<file path="src/hw/rtl/dqlm_pkg.sv">
// shared types, constants and codes for the dns query latency matcher
package dqlm_pkg;

   localparam int TABLE_SETS_DEFAULT = 256;
   localparam int TABLE_WAYS_DEFAULT = 4;
   localparam int PLRU_W = 7;

   localparam logic [15:0] SVC_PORT_RESET = 16'd53;
   localparam logic [15:0] ETHERTYPE_IPV4 = 16'h0800;
   localparam logic [3:0]  IP_VERSION_4 = 4'd4;
   localparam logic [7:0]  IP_PROTO_UDP = 8'd17;
   localparam logic [15:0] FRAG_MASK = 16'h3fff;
   localparam logic [3:0]  MIN_IHL = 4'd5;
   localparam logic [15:0] MIN_FRAME = 16'd34;
   // ethernet header plus udp and dns headers
   localparam logic [16:0] HDR_FIXED = 17'd34;
   localparam logic [31:0] HASH_MUL_A = 32'h9E3779B1;
   localparam logic [31:0] HASH_MUL_B = 32'h85EBCA6B;

   typedef struct packed {
      logic [15:0] ether_type;
      logic [7:0]  ip_version_ihl;
      logic [7:0]  ip_protocol;
      logic [15:0] frag_field;
      logic [31:0] src_addr;
      logic [31:0] dst_addr;
      logic [15:0] udp_sport;
      logic [15:0] udp_dport;
      logic [15:0] query_id;
      logic [15:0] msg_flags;
      logic [63:0] now_ns;
      logic [15:0] frame_length;
   } req_type;

   typedef struct packed {
      logic        logged;
      logic        resp_flag;
      logic [3:0]  rcode;
      logic        matched;
      logic [63:0] delta_ns;
   } rsp_type;

   typedef struct packed {
      logic        ok;
      logic        resp;
      logic [3:0]  rcode;
      logic [31:0] client_addr;
      logic [31:0] server_addr;
      logic [31:0] port_pair;
      logic [15:0] transaction;
      logic [63:0] now_ns;
   } work_type;

   typedef struct packed {
      logic [31:0] client_addr;
      logic [31:0] server_addr;
      logic [31:0] port_pair;
      logic [15:0] transaction;
      logic [63:0] start_time;
   } entry_type;

   typedef enum logic [1:0] {
      FS_IDLE,
      FS_HASH,
      FS_MOD,
      FS_PUSH
   } front_state_type;

   typedef enum logic [2:0] {
      BS_CLEAR,
      BS_IDLE,
      BS_READ,
      BS_CMP,
      BS_EXEC
   } back_state_type;

endpackage

</file>
<file path="src/hw/rtl/dqlm_fifo.sv">
// two-entry queue between front end and table engine
module dqlm_fifo import dqlm_pkg::*; #(
   parameter int WIDTH = 8
) (
   input  logic             clock,
   input  logic             reset,
   input  logic             push_valid,
   output logic             push_ready,
   input  logic [WIDTH-1:0] push_data,
   output logic             pop_valid,
   input  logic             pop_ready,
   output logic [WIDTH-1:0] pop_data
);

   logic [WIDTH-1:0] slot_ff [2];
   logic wr_ptr_ff, rd_ptr_ff;
   logic [1:0] count_ff;
   logic do_push, do_pop;

   assign push_ready = (count_ff != 2'd2);
   assign pop_valid = (count_ff != 2'd0);
   assign pop_data = slot_ff[rd_ptr_ff];
   assign do_push = push_valid && push_ready;
   assign do_pop = pop_valid && pop_ready;

   always_ff @(posedge clock) begin
      if (reset) begin
         wr_ptr_ff <= 1'b0;
         rd_ptr_ff <= 1'b0;
         count_ff <= 2'd0;
      end else begin
         if (do_push) begin
            wr_ptr_ff <= ~wr_ptr_ff;
         end
         if (do_pop) begin
            rd_ptr_ff <= ~rd_ptr_ff;
         end
         count_ff <= count_ff + {1'b0, do_push} - {1'b0, do_pop};
      end
      if (do_push) begin
         slot_ff[wr_ptr_ff] <= push_data;
      end
   end

endmodule

</file>
<file path="config.mk">
export PLATFORM = sky130hd
export DESIGN_NAME = dqlm_fifo
export DESIGN_NICKNAME = d
export VERILOG_FILES = /design/src/hw/rtl/dqlm_pkg.sv /design/src/hw/rtl/dqlm_fifo.sv
export SDC_FILE = /design/constraint.sdc
export NUM_CORES = 1
export LEC_CHECK = 0
export ABC_AREA = 1
export BUFFER_PORTS_ARGS = -buffer_cell sky130_fd_sc_hd__buf_2
export CAP_MARGIN = 20
export CORE_MARGIN = 4
export CORE_UTILIZATION = 30
export CTS_CLUSTER_SIZE = 14
export DETAILED_ROUTE_END_ITERATION = 12
export GPL_ROUTABILITY_DRIVEN = 1
export GPL_TIMING_DRIVEN = 0
export PLACE_DENSITY = 0.59
export SLEW_MARGIN = 0
export SYNTH_ARGS = -nofsm -noshare
export SYNTH_HDL_FRONTEND = slang
export SYNTH_SLANG_ARGS = --single-unit
</file>
<file path="constraint.sdc">
create_clock -name clock -period 2.1 [get_ports clock]
set_input_delay 0.42 -clock clock [delete_from_list [all_inputs] [get_ports clock]]
set_output_delay 0.42 -clock clock [all_outputs]
set_load 0.1 [all_outputs]
</file>
# After elaboration in Yosys (flattened, before gate mapping)
# Memory sizes are Yosys's and may differ from the RTL's. A register that Yosys moved wholly into a read port is not among the register bits.
# Cells that the tools add are included.
totals:
  mem_bits_rw: 16
  memories: 1
  wordCells: 16
  out_inout_bits: 10
  register_bits: 4
op_classes:
  n_bitwise: 2
  n_reduce_logical: 3
  add_sub_neg: 2
  n_mux: 4
  eq_ne: 1
mem_list:
  columns: ["memory", "words", "width", "read_ports", "rd_ports_with_merged_regs", "wr", "line_no", "rtl"]
  rows:
  - ["slot_ff", 2, 8, 1, 1, 1, "dqlm_fifo.sv:15", "logic [WIDTH-1:0] slot_ff [2];"]
ops:
  columns: ["operator", "n"]
  rows:
  - ["1-bit two-way mux", 4]
  - ["2-bit by 1-bit adder with 2-bit output", 1]
  - ["1-bit logical AND", 2]
  - ["2-bit inequality test, second input constant", 1]
  - ["1-bit NOT", 2]
  - ["2-bit nonzero test", 1]
  - ["2-bit by 1-bit subtractor with 2-bit output", 1]

# Depth between registers and ports, before layout
logic_depth:
  depth_word: 4
  mapped_depth: 11

# Worst setup path before layout
# OpenSTA, ideal clock, no wires.
synth_path:
  path_type: "flip-flop to flip-flop"
  start: "register count_ff[0]"
  end: "register count_ff[1]"
  period_less_slack_ns: 1.850
  n_path_buf: 0
  slack_ns: 0.250
  stages_incl_launch_ff: 11
  arrival_time_ns: 1.735
  cell_sequence: "dfxtp_1 inv_1 nand2_2 nand2_1 ha_1 inv_1 ha_1 inv_1 nand2_1 a21oi_1 nor2_1"
synth_via:
  elab_chain_cells: 4
  word_cells_on_any_way: 6
  cone_classes: "add/sub (2); eq/ne (1); reduce/logical (3)"
synth_lines:
  columns: ["item", "line_no", "rtl"]
  rows:
  - ["start, declared", "dqlm_fifo.sv:17", "logic [1:0] count_ff;"]
  - ["start signal, assigned", "dqlm_fifo.sv:38", "count_ff <= count_ff + {1'b0, do_push} - {1'b0, do_pop};"]
  - ["2-bit inequality test", "dqlm_fifo.sv:20", "assign push_ready = (count_ff != 2'd2);"]
  - ["net push_ready", "dqlm_fifo.sv:8", "output logic push_ready,"]
  - ["1-bit logical AND", "dqlm_fifo.sv:23", "assign do_push = push_valid && push_ready;"]
  - ["2-bit by 1-bit adder with 2-bit output", "dqlm_fifo.sv:38", null]
  - ["2-bit by 1-bit subtractor with 2-bit output", "dqlm_fifo.sv:38", null]
# The timed path passes the listed nets, and every way through them passes these cells.
# A chain may end at the register's enable or synchronous reset.

==> impl_metrics.yaml <==
outcome:
  outcome: "complete, no violations"
route:
  num_vias: 514
  drc_errors: 0
  drt-pass1-iter-count: 4
  drt-total-wl_um: 1310
  routedWlPerCell_um: 11.1
  drt_iter0_drc: 26
  antenna_left: 0
  vias_per_cell: 4.36
min_path:
  hold_end: "count_ff[0]"
  min_path_type: "primary input to flop"
  hold_depth: 2
  worstHoldStart: "reset"
sta:
  timing.hold.ws_ns: 0.275
  rsz0062_at_grt: "false"
  finalHoldViolCount: 0
  slew_headroom: 0.549
  drv_slew: 0
  setup_viol: 0
  finalCritPeriodShare: 0.859
  fmax_mhz: 555
  finalSetupTns_ns: 0
  timing.clock.skew_ns: 0.00449
  tightest_slew_ns: 0.674
  post-route-min-period_ns: 1.80
clock_tree:
  cts_tree: "done"
  cts_buffer_depth: 2
  cts_made_buffers: 3
  postCtsSetupBuffers: 0
  clk_latency_ns: 0.30
  cts_resized: 0
  hold_buffers: 0
  htreeDepth: 1
  clk_pin_slew_ns: 0.11
  clockRootBuffer: "clkbuf_4"
  clock_sink_count: 21
yosys:
  synth_edf_count: 16
  syn-num-nets: 76
  yosysTopAreaCell: "edfxtp_1"
  synth_seq_cells: 21
  async_reset_ff_frac: 0
  syn_area_per_cell_um2: 14.1
  yosysTopAreaCellShare: 0.549
  ys_types: 14
  yosysMostFrequentCell: "edfxtp_1"
  synth_seq_area_share: 0.663
  synth.cell_area_um2: 876
  synth_cells: 62
  synth_area_leaders: "edfxtp_1 55%, mux2_4 14%, dfxtp_1 11%"
  synth_ff_type: "edfxtp_1"
  synthTopCellsByCount: "16 x edfxtp_1, 8 x inv_1, 8 x mux2_4"
  yosysWarnings: 0
worst_setup_path:
  path_max_fanout: 8
  end_kind: "output pin"
  r2r_setup_slack_ns: 0.55
  path_class: "flop to output pin"
  required_ns: 1.68
  crit_path_start_kind: "flop"
  rr_endpoint: "count_ff[1]"
  reg2reg_depth: 10
  regToRegStartpoint: "count_ff[0]"
  critPathArrivalTime_ns: 1.38
grt:
  grt_max_degree: 13
  grt_pass1_wl_um: 1990
  grt_usage: 0.0754
  grt_pass1_vias: 478
  antenna_found_initial: 0
  gr-total-overflow: 0
die:
  rows: 19
  start_util: 0.315
  fp.dieW_um: 62.0
  io_pins: 22
  die_area_um2: 3850
  die_h_um: 62.0
  fp.coreArea_um2: 2780
placement:
  dpl-instance-area_um2: 1020
  place.gp.congestion: 0.702
  place_hpwl_um: 988
  io_buffers: 21
layout:
  syn2layout_area_growth_pct: 19.6
  layout-drive-gt1-share: 0.448
  design_area_um2: 1050
  antennaDiodeCount: 0
  finalNetCount: 102
  nFillCells: 268
  fin_util: 0.377
run:
  drv_cap: 0
## cells in the final DEF, fill, tap and decap left out, drive strengths merged, types with 3 or more instances in the layout
cell    count
buf        22
edfxtp     16
nor2        9
inv         8
mux2        8
nand2       8
dfxtp       5
clkbuf      3
nand3       3
## state kept, by name, indices dropped and copies added (netlist names), named ones only
register,flops
count_ff,2
rd_ptr_ff,1
slot_ff,16
wr_ptr_ff,1
## layout make-up
| class | instances | area [um^2] | area share |
|---|---|---|---|
| clock inverter | 1 | 5.00 | 0.00478 |
| tap | 31 | 38.8 | 0.0370 |
| inverter | 8 | 30.0 | 0.0287 |
| buffer | 1 | 11.3 | 0.0108 |
| clock buffer | 3 | 22.5 | 0.0215 |
| sequential | 21 | 581 | 0.554 |
| timing repair buffer | 21 | 105 | 0.100 |
| multi-input combinational | 32 | 254 | 0.243 |
## stage by stage
stage | instances | worst slack, ns
global route | 118 | 0.229
detailed placement | 114 | 0.523
finish | 118 | 0.297
global placement | 114 | 0.546
CTS | 118 | 0.267
floorplan | 62 | 0.250
## cell families (layout without fill, tap and decap cells)
group | after synthesis | count (layout) | synth area share
flops | 21 | 21 | 0.663
simple gates | 20 | 20 | 0.113
mux | 8 | 8 | 0.137
buf+inv | 9 | 34 | 0.0471
fa+ha+maj | 2 | 2 | 0.0286
compound gates | 2 | 2 | 0.0114
## routing by layer
metal	part of all wire	track usage	up-vias
met4	0.0076	0.0182	0
li1	-	-	260
met2	0.48	0.133	22
met1	0.40	0.0789	230
met3	0.11	0.0393	2
met5	0	0	-
## worst max path at each step
stage / startpoint / endpoint / slack, ns / cells past startpoint
after floorplan: count_ff[0] / count_ff[1] / 0.25 / 10
after global placement: push_valid / slot_ff[0][1] / 0.55 / 3
after detailed placement: pop_ready / count_ff[1] / 0.52 / 10
after CTS: flop / pop_data[5] / 0.27 / 3
after global routing: flop / pop_data[2] / 0.23 / 3
final: flop / pop_data[5] / 0.30 / 3
## worst max-delay path: stages, from the launching register on
cell and delay (ns):
dfxtp_1 0.34, buf_6 0.16, mux2_4 0.30, buf_2 0.29
Power is not shown: default switching activity piles up to over one toggle a cycle in this logic, so the estimate is an artifact.
