===== src/hw/rtl/dqlm_pkg.sv =====
// shared types, constants and codes for the dns query latency matcher
package dqlm_pkg;

   localparam int TABLE_SETS_DEFAULT = 256;
   localparam int TABLE_WAYS_DEFAULT = 4;
   localparam int PLRU_W = 7;

   localparam logic [15:0] SVC_PORT_RESET = 16'd53;
   localparam logic [15:0] ETHERTYPE_IPV4 = 16'h0800;
   localparam logic [3:0]  IP_VERSION_4 = 4'd4;
   localparam logic [7:0]  IP_PROTO_UDP = 8'd17;
   localparam logic [15:0] FRAG_MASK = 16'h3fff;
   localparam logic [3:0]  MIN_IHL = 4'd5;
   localparam logic [15:0] MIN_FRAME = 16'd34;
   // ethernet header plus udp and dns headers
   localparam logic [16:0] HDR_FIXED = 17'd34;
   localparam logic [31:0] HASH_MUL_A = 32'h9E3779B1;
   localparam logic [31:0] HASH_MUL_B = 32'h85EBCA6B;

   typedef struct packed {
      logic [15:0] ether_type;
      logic [7:0]  ip_version_ihl;
      logic [7:0]  ip_protocol;
      logic [15:0] frag_field;
      logic [31:0] src_addr;
      logic [31:0] dst_addr;
      logic [15:0] udp_sport;
      logic [15:0] udp_dport;
      logic [15:0] query_id;
      logic [15:0] msg_flags;
      logic [63:0] now_ns;
      logic [15:0] frame_length;
   } req_type;

   typedef struct packed {
      logic        logged;
      logic        resp_flag;
      logic [3:0]  rcode;
      logic        matched;
      logic [63:0] delta_ns;
   } rsp_type;

   typedef struct packed {
      logic        ok;
      logic        resp;
      logic [3:0]  rcode;
      logic [31:0] client_addr;
      logic [31:0] server_addr;
      logic [31:0] port_pair;
      logic [15:0] transaction;
      logic [63:0] now_ns;
   } work_type;

   typedef struct packed {
      logic [31:0] client_addr;
      logic [31:0] server_addr;
      logic [31:0] port_pair;
      logic [15:0] transaction;
      logic [63:0] start_time;
   } entry_type;

   typedef enum logic [1:0] {
      FS_IDLE,
      FS_HASH,
      FS_MOD,
      FS_PUSH
   } front_state_type;

   typedef enum logic [2:0] {
      BS_CLEAR,
      BS_IDLE,
      BS_READ,
      BS_CMP,
      BS_EXEC
   } back_state_type;

endpackage


===== src/hw/rtl/dqlm_front.sv =====
// front end: header checks, flow key and set index hash
module dqlm_front import dqlm_pkg::*; #(
   parameter int TABLE_SETS = TABLE_SETS_DEFAULT,
   localparam int SET_W = (TABLE_SETS > 1) ? $clog2(TABLE_SETS) : 1
) (
   input  logic             clock,
   input  logic             reset,
   input  logic [15:0]      svc_port,
   input  logic             accept_enable,
   input  logic             req_valid,
   output logic             req_ready,
   input  req_type          req_data,
   output logic             push_valid,
   input  logic             push_ready,
   output work_type         push_work,
   output logic [SET_W-1:0] push_set
);

   localparam logic [SET_W:0] SETS_C = (SET_W+1)'(TABLE_SETS);
   localparam logic [32:0] SETS_RECIP = 33'((64'd1 << 32) / TABLE_SETS);
   localparam logic [4:0] HASH_LAST = 5'd3;
   localparam logic [4:0] MOD_LAST = 5'd1;

   front_state_type state_ff, state_in;
   work_type work_ff, work_in;
   logic [31:0] h_ff, h_in;
   logic [31:0] q_ff, q_in;
   logic [SET_W:0] r_ff, r_in;
   logic [4:0] cnt_ff, cnt_in;

   logic [3:0] ihl;
   logic [16:0] need_len;
   logic pass, resp;
   logic [31:0] mix, prod, operand;
   logic [64:0] recip_prod;
   logic [31:0] rem_full;
   logic [SET_W:0] rem;

   assign push_work = work_ff;
   assign push_set = r_ff[SET_W-1:0];

   always_comb begin
      ihl = req_data.ip_version_ihl[3:0];
      need_len = HDR_FIXED + {11'd0, ihl, 2'b00};
      resp = req_data.msg_flags[15];
      pass = (req_data.frame_length >= MIN_FRAME) &&
             (req_data.ether_type == ETHERTYPE_IPV4) &&
             (req_data.ip_version_ihl[7:4] == IP_VERSION_4) &&
             (req_data.ip_protocol == IP_PROTO_UDP) &&
             ((req_data.frag_field & FRAG_MASK) == 16'd0) &&
             (ihl >= MIN_IHL) &&
             ({1'b0, req_data.frame_length} >= need_len) &&
             ((req_data.udp_sport == svc_port) || (req_data.udp_dport == svc_port));

      mix = (cnt_ff == HASH_LAST) ? (h_ff ^ (h_ff >> 16)) : h_ff;
      prod = mix * ((cnt_ff == HASH_LAST) ? HASH_MUL_B : HASH_MUL_A);
      unique case (cnt_ff[1:0])
         2'd0: operand = work_ff.server_addr;
         2'd1: operand = work_ff.port_pair;
         2'd2: operand = {16'd0, work_ff.transaction};
         default: operand = 32'd0;
      endcase
      // quotient estimate is at most one short, so one subtract corrects it
      recip_prod = {33'd0, h_ff} * {32'd0, SETS_RECIP};
      rem_full = h_ff - q_ff * 32'(SETS_C);
      if (rem_full >= 32'(SETS_C)) begin
         rem_full = rem_full - 32'(SETS_C);
      end
      rem = rem_full[SET_W:0];

      state_in = state_ff;
      work_in = work_ff;
      h_in = h_ff;
      q_in = q_ff;
      r_in = r_ff;
      cnt_in = cnt_ff;
      req_ready = 1'b0;
      push_valid = 1'b0;

      unique case (state_ff)
         FS_IDLE: begin
            req_ready = accept_enable;
            if (req_valid && accept_enable) begin
               work_in.ok = pass;
               work_in.resp = resp;
               work_in.rcode = resp ? req_data.msg_flags[3:0] : 4'd0;
               work_in.transaction = req_data.query_id;
               work_in.now_ns = req_data.now_ns;
               if (resp) begin
                  work_in.client_addr = req_data.dst_addr;
                  work_in.server_addr = req_data.src_addr;
                  work_in.port_pair = {req_data.udp_dport, req_data.udp_sport};
               end else begin
                  work_in.client_addr = req_data.src_addr;
                  work_in.server_addr = req_data.dst_addr;
                  work_in.port_pair = {req_data.udp_sport, req_data.udp_dport};
               end
               h_in = work_in.client_addr;
               r_in = '0;
               cnt_in = '0;
               state_in = pass ? FS_HASH : FS_PUSH;
            end
         end
         FS_HASH: begin
            if (cnt_ff == HASH_LAST) begin
               h_in = prod ^ (prod >> 13);
               cnt_in = '0;
               state_in = FS_MOD;
            end else begin
               h_in = prod ^ operand;
               cnt_in = cnt_ff + 5'd1;
            end
         end
         FS_MOD: begin
            // reciprocal multiply, then remainder with one correction
            cnt_in = cnt_ff + 5'd1;
            if (cnt_ff == MOD_LAST) begin
               r_in = rem;
               state_in = FS_PUSH;
            end else begin
               q_in = recip_prod[63:32];
            end
         end
         FS_PUSH: begin
            push_valid = 1'b1;
            if (push_ready) begin
               state_in = FS_IDLE;
            end
         end
         default: state_in = FS_IDLE;
      endcase
   end

   always_ff @(posedge clock) begin
      if (reset) begin
         state_ff <= FS_IDLE;
      end else begin
         state_ff <= state_in;
      end
      work_ff <= work_in;
      h_ff <= h_in;
      q_ff <= q_in;
      r_ff <= r_in;
      cnt_ff <= cnt_in;
   end

endmodule


===== config.mk =====
export PLATFORM = sky130hd
export DESIGN_NAME = dqlm_front
export DESIGN_NICKNAME = d
export VERILOG_FILES = /design/src/hw/rtl/dqlm_pkg.sv /design/src/hw/rtl/dqlm_front.sv
export SDC_FILE = /design/constraint.sdc
export NUM_CORES = 1
export LEC_CHECK = 0
export BUFFER_PORTS_ARGS = -buffer_cell sky130_fd_sc_hd__buf_2
export CORE_MARGIN = 1.5
export CORE_UTILIZATION = 45
export DETAILED_ROUTE_END_ITERATION = 8
export PLACE_DENSITY = 0.79
export SYNTH_ARGS = -nofsm -noshare
export SYNTH_HDL_FRONTEND = slang
export SYNTH_SLANG_ARGS = --single-unit

===== constraint.sdc =====
create_clock -name clock -period 13.8 [get_ports clock]
set_input_delay 1.38 -clock clock [delete_from_list [all_inputs] [get_ports clock]]
set_output_delay 1.38 -clock clock [all_outputs]
set_load 0.02 [all_outputs]

After elaboration in Yosys (flattened, before gate mapping)
Cells that the tools add are included.
- register bits: 253
- latch bits: 0
- memory bits (writable): 0
- memory bits (read-only): 0
- input port bits: 277
- output and inout port bits: 192
- word-level logic and storage cells: 85
- memories: 0
- $add $sub $neg: 4
- $mul: 1
- div/mod/pow operators: 0
- magnitude comparators: 4
- equal/unequal tests: 16
- shift operators: 0
- mux-type cells: 22
- bitwise gates (word level): 4
- reduce and logical (&&, ||, !) cells: 21
- operators with widths (cell ; number):
    2-to-1 mux 32 bit ; 3
    2-to-1 mux 96 bit ; 1
    one-hot mux 32 bit (3 select lines) ; 1
    one-hot mux 32 bit (2 select lines) ; 1
    equality test 16 bit ; 2
    >= comparator 32 x 9 -> 1 bit (second input constant) ; 1
    multiplier 32 x 32 -> 32 bit ; 1
    subtractor 32 bit ; 1
    bitwise XOR 32 x 16 -> 32 bit ; 1
    bitwise XOR 32 x 19 -> 32 bit ; 1
    bitwise XOR 32 bit ; 1
    2-to-1 mux 29 bit ; 1
    2-to-1 mux 8 bit ; 3
    equality test 16 x 12 -> 1 bit (second input constant) ; 1
    >= comparator 16 x 6 -> 1 bit (second input constant) ; 1
    >= comparator 16 x 7 -> 1 bit ; 1
    zero test 16 bit ; 1
    one-hot mux 8 bit (2 select lines) ; 1
    one-hot mux 5 bit (3 select lines) ; 1
    2-to-1 mux 2 bit ; 5
    2-to-1 mux 5 bit ; 2
    equality test 8 x 5 -> 1 bit (second input constant) ; 1
    logical AND 1 bit ; 8
    inequality test 2 bit (second input constant) ; 4
    other kinds (19) ; 28

Logic depth before layout (Yosys ltp)
- depth in word-level cells: 11
- mapped depth: 34

Least setup slack after synthesis
OpenSTA, ideal clock, no wires.
- kind: reg-to-reg
- start: register cnt_ff[0]
- end: register h_ff[18] (data pin)
- setup time: 0.270 ns
- data arrival time: 8.556 ns
- path slack: 4.974 ns
- stages on the path, launching flop included: 32
- path buffers: 3
- clock period less this slack: 8.826 ns
- cells stage by stage: edfxtp_1 ha_1 nor4b_4 clkbuf_1 clkbuf_1 buf_1 nand2_1 xnor2_1 inv_1 fa_1 inv_1 fa_1 inv_1 fa_1 inv_1 fa_1 ha_1 fa_1 fa_1 fa_1 ha_1 nand2_1 a211oi_1 a2111oi_0 o22ai_1 a311oi_1 a21oi_1 o22ai_1 xnor2_1 o22ai_1 xnor2_1 a21oi_1
- longest elaborated chain between the ends: 6
- elaborated cells between the ends (all ways): 12
- classes of those cells: 1 x mul; 3 x eq/ne; 5 x mux; 2 x bitwise; 1 x reduce/logical
- ends and longest elaborated chain (what ; RTL line ; source):
    from (decl) ; dqlm_front.sv:29 ; logic [4:0] cnt_ff, cnt_in;
    from (signal assigned) ; dqlm_front.sv:144 ; cnt_ff <= cnt_in;
    equality test 5 x 2 -> 1 bit ; dqlm_front.sv:55, dqlm_front.sv:56, dqlm_front.sv:105 ;
    2-to-1 mux 32 bit / 2-to-1 mux 29 bit (equally long branches) ; dqlm_front.sv:55, dqlm_front.sv:56 ;
    multiplier 32 x 32 -> 32 bit ; dqlm_front.sv:56 ; prod = mix * ((cnt_ff == HASH_LAST) ? HASH_MUL_B : HASH_MUL_A);
    bitwise XOR 32 bit / bitwise XOR 32 x 19 -> 32 bit (equally long branches) ; dqlm_front.sv:110, dqlm_front.sv:106 ;
    2-to-1 mux 32 bit * ; dqlm_front.sv:105 ; if (cnt_ff == HASH_LAST) begin
    one-hot mux 32 bit (2 select lines) * ; dqlm_front.sv:80 ; unique case (state_ff)
    net h_in[18] ; dqlm_front.sv:26 ; logic [31:0] h_ff, h_in;
    to (signal assigned) ; dqlm_front.sv:141 ; h_ff <= h_in;
    to (decl) ; dqlm_front.sv:26 ;
The timed path passes the listed nets; every way through them passes the cells marked *.
A chain may end at the register's enable or synchronous reset.

Worst setup path in the final report
- start: register cnt_ff[0]
- end: register h_ff[16] (data pin)
The elaborated chain is that of the path after synthesis.

==> flow_metrics.py <==
metrics = {
    "status": {
        "outcome": "completed",
    },
    "logic_synthesis": {
        "synth_edf_count": 227,
        "syn_avg_cell_area_um2": 11.5,
        "synth_cells": 1904,
        "yosysTopAreaCell": "edfxtp_1",
        "ys.flop_type": "edfxtp_1",
        "ys_seq_area_share_pct": 31.2,
        "synth_common_cells": "inv_1, fa_1, edfxtp_1",
        "yosysMostFrequentCell": "inv_1",
        "ys_ff_latch": 229,
        "synth_cell_types": 54,
        "yosysWarnings": 0,
        "synth.top_cells.by_area": "edfxtp_1, fa_1, ha_1, inv_1, mux2_2",
        "async_flop_share_pct": 0,
        "syn_area_mm2": 0.0220,
        "synth_top_cell_area_share_pct": 31.0,
    },
    "worst_setup_path": {
        "crit_path_max_fanout": 46,
        "required_ns": 14.11,
        "cp_common_cell": "fa_1",
        "startpoint_type": "flip-flop",
        "endpoint": "h_ff[16]",
        "r2r_start": "cnt_ff[0]",
        "crit_path_top_delay_cell": "fa_1",
        "rr_endpoint": "h_ff[16]",
        "crit_path_end_kind": "flip-flop",
        "r2r_cells": 29,
        "arrival_ns": 10.88,
        "startpoint": "cnt_ff[0]",
        "cpPeakStageDelay_ns": 0.65,
        "r2r_slack_ns": 3.23,
        "worstSetupPathType": "flip-flop to flip-flop",
    },
    "drt": {
        "avgRoutedWirePerCell_um": 29.2,
        "num_vias": 17068,
        "drc": 0,
        "vias_per_cell": 5.64,
        "ant_nets": 0,
        "dr.first_iter.drc_count": 2001,
        "first_pass_iters": 9,
        "wirelength_mm": 88.2,
    },
    "timing": {
        "max_freq_mhz": 94.6,
        "clock_skew_ns": 0.0214,
        "slew-limit-headroom_pct": 25.0,
        "hold_viol_final": 0,
        "slew_violations": 0,
        "min_period_over_period_pct": 76.6,
        "setup_violations": 0,
        "worstMarginPinSlew_ns": 1.13,
        "grt_setup_unrepaired": "no",
        "finalCriticalPeriod_ns": 10.57,
        "tns_ns": 0,
    },
    "floorplanning": {
        "die_h_um": 224,
        "row_count": 80,
        "die_area_mm2": 0.0502,
        "pin_count": 469,
        "dieWidth_um": 224,
        "coreArea_mm2": 0.0479,
        "initial_core_util_pct": 45.9,
    },
    "placed_design": {
        "dp.final_hpwl_mm": 75.8,
        "port_buffers": 454,
        "globalplace.congestion": 1.07,
    },
    "global_route": {
        "grt_usage_pct": 35.6,
        "grt_pass1_vias": 17479,
        "grt_max_degree": 83,
        "overflow": 0,
        "grt_pass1_wl_mm": 124,
        "antenna_found_initial": 31,
    },
    "final_layout": {
        "area_growth_pct": 17.7,
        "fin_nets": 3125,
        "drive_gt1_share_pct": 26.1,
    },
    "cts": {
        "clock_sinks": 229,
        "clockBufferDepth": 3,
        "htree_levels": 1,
        "cts_resized": 0,
        "clock-root-buffer": "clkbuf_16",
        "cts_tree": "done",
        "post-cts-setup-buffers": 0,
        "cts_buffers": 25,
        "path_clk_slew_ns": 0.06,
        "clk_latency_ns": 0.55,
        "postCtsHoldBufs": 0,
    },
    "min_path": {
        "worstHoldPathCells": 2,
        "hold_path.class": "flip-flop to flip-flop",
    },
    "job": {
        "cap_violations": 0,
    },
}
how the worst min path moves through the flow:
stage                   to   startpoint  slack, ns
2_1_floorplan  state_ff[1]  state_ff[1]       0.53
3_3_place_gp   state_ff[1]  state_ff[1]       0.55
3_5_place_dp   state_ff[1]  state_ff[1]       0.60
4_1_cts        state_ff[1]  state_ff[1]       0.61
5_1_grt        state_ff[0]  state_ff[0]       0.65
6_report       state_ff[1]  state_ff[1]       0.61
sequential cells by signal, indices dropped and copies added, names as in the netlist:
signal / cells
state_ff: 2
cnt_ff: 5
r_ff: 8
push_work: 182
h_ff: 32
routing by layer:
| layer | track usage (%) | routed length [µm] | up-vias |
|---|---|---|---|
| met5 | 0 | 26 | - |
| met3 | 8.83 | 10100 | 184 |
| met1 | 48.2 | 34200 | 8670 |
| met4 | 14.5 | 4060 | 4 |
| li1 | - | - | 7064 |
| met2 | 54.9 | 39800 | 1146 |
kinds of logic (layout without fill, tap and decap cells):
| kind of cell | Yosys count | count (layout) | share of synthesized area, % |
|---|---|---|---|
| buffers and inverters | 476 | 913 | 8.13 |
| and+or+nand+nor | 273 | 273 | 5.69 |
| other | 2 | 70 | 0.0342 |
| AOI/OAI and AO/OA | 178 | 178 | 5.30 |
| DFF | 229 | 229 | 31.2 |
| adders and majority gates | 484 | 484 | 37.9 |
| muxes | 106 | 106 | 5.42 |
| xor gates and xnor gates | 156 | 156 | 6.33 |
metrics by stage:
stage | hold slack (ns) | util (%) | instance area (µm²) | setup slack [ns] | instances
floorplan | 0.529 | - | 22100 | 4.97 | 1945
global placement | 0.547 | 52.2 | 25000 | 3.51 | 2952
detailed placement | 0.598 | 52.2 | 25000 | 3.43 | 2952
CTS | 0.608 | 53.8 | 25800 | 3.40 | 2997
global route | 0.655 | 53.9 | 25800 | 2.83 | 3011
finish | 0.612 | 54.0 | 25900 | 3.23 | 3024
cell type report:
type	count	area, µm²
Tap cell	615	769
Clock inverter	13	136
Clock buffer	32	652
Fill cell	4197	22100
Antenna cell	27	67.6
Sequential cell	229	6860
Inverter	400	1500
Timing Repair Buffer	468	2380
Multi-Input combinational cell	1240	13500
placed cells by master (no fill, tap or decap), drive strengths merged, types with 6 or more instances in the layout:
master / n
a21oi: 68
and2: 16
o21a: 9
nand3: 9
conb: 43
a21boi: 7
ha: 181
diode: 27
nor2b: 7
nor3: 8
a22oi: 16
nand2: 102
a222oi: 16
nand4: 11
nor2: 85
edfxtp: 227
xor2: 30
fa: 303
nor4: 9
a21o: 9
xnor2: 126
mux2: 105
nand2b: 6
inv: 403
clkinv: 8
o22ai: 6
clkbuf: 32
buf: 468
o21ai: 22
worst max-delay path, delay by kind of cell (launching register included):
kind	cells	cell delay, ns
fa+ha+maj	10	4.61
simple gates	5	1.75
compound gates	6	1.62
buf+inv	5	0.84
xor+xnor	2	0.76
flops	1	0.47
mux	1	0.26
Power is not shown: default switching activity piles up to over one toggle a cycle in this logic, so the estimate is an artifact.
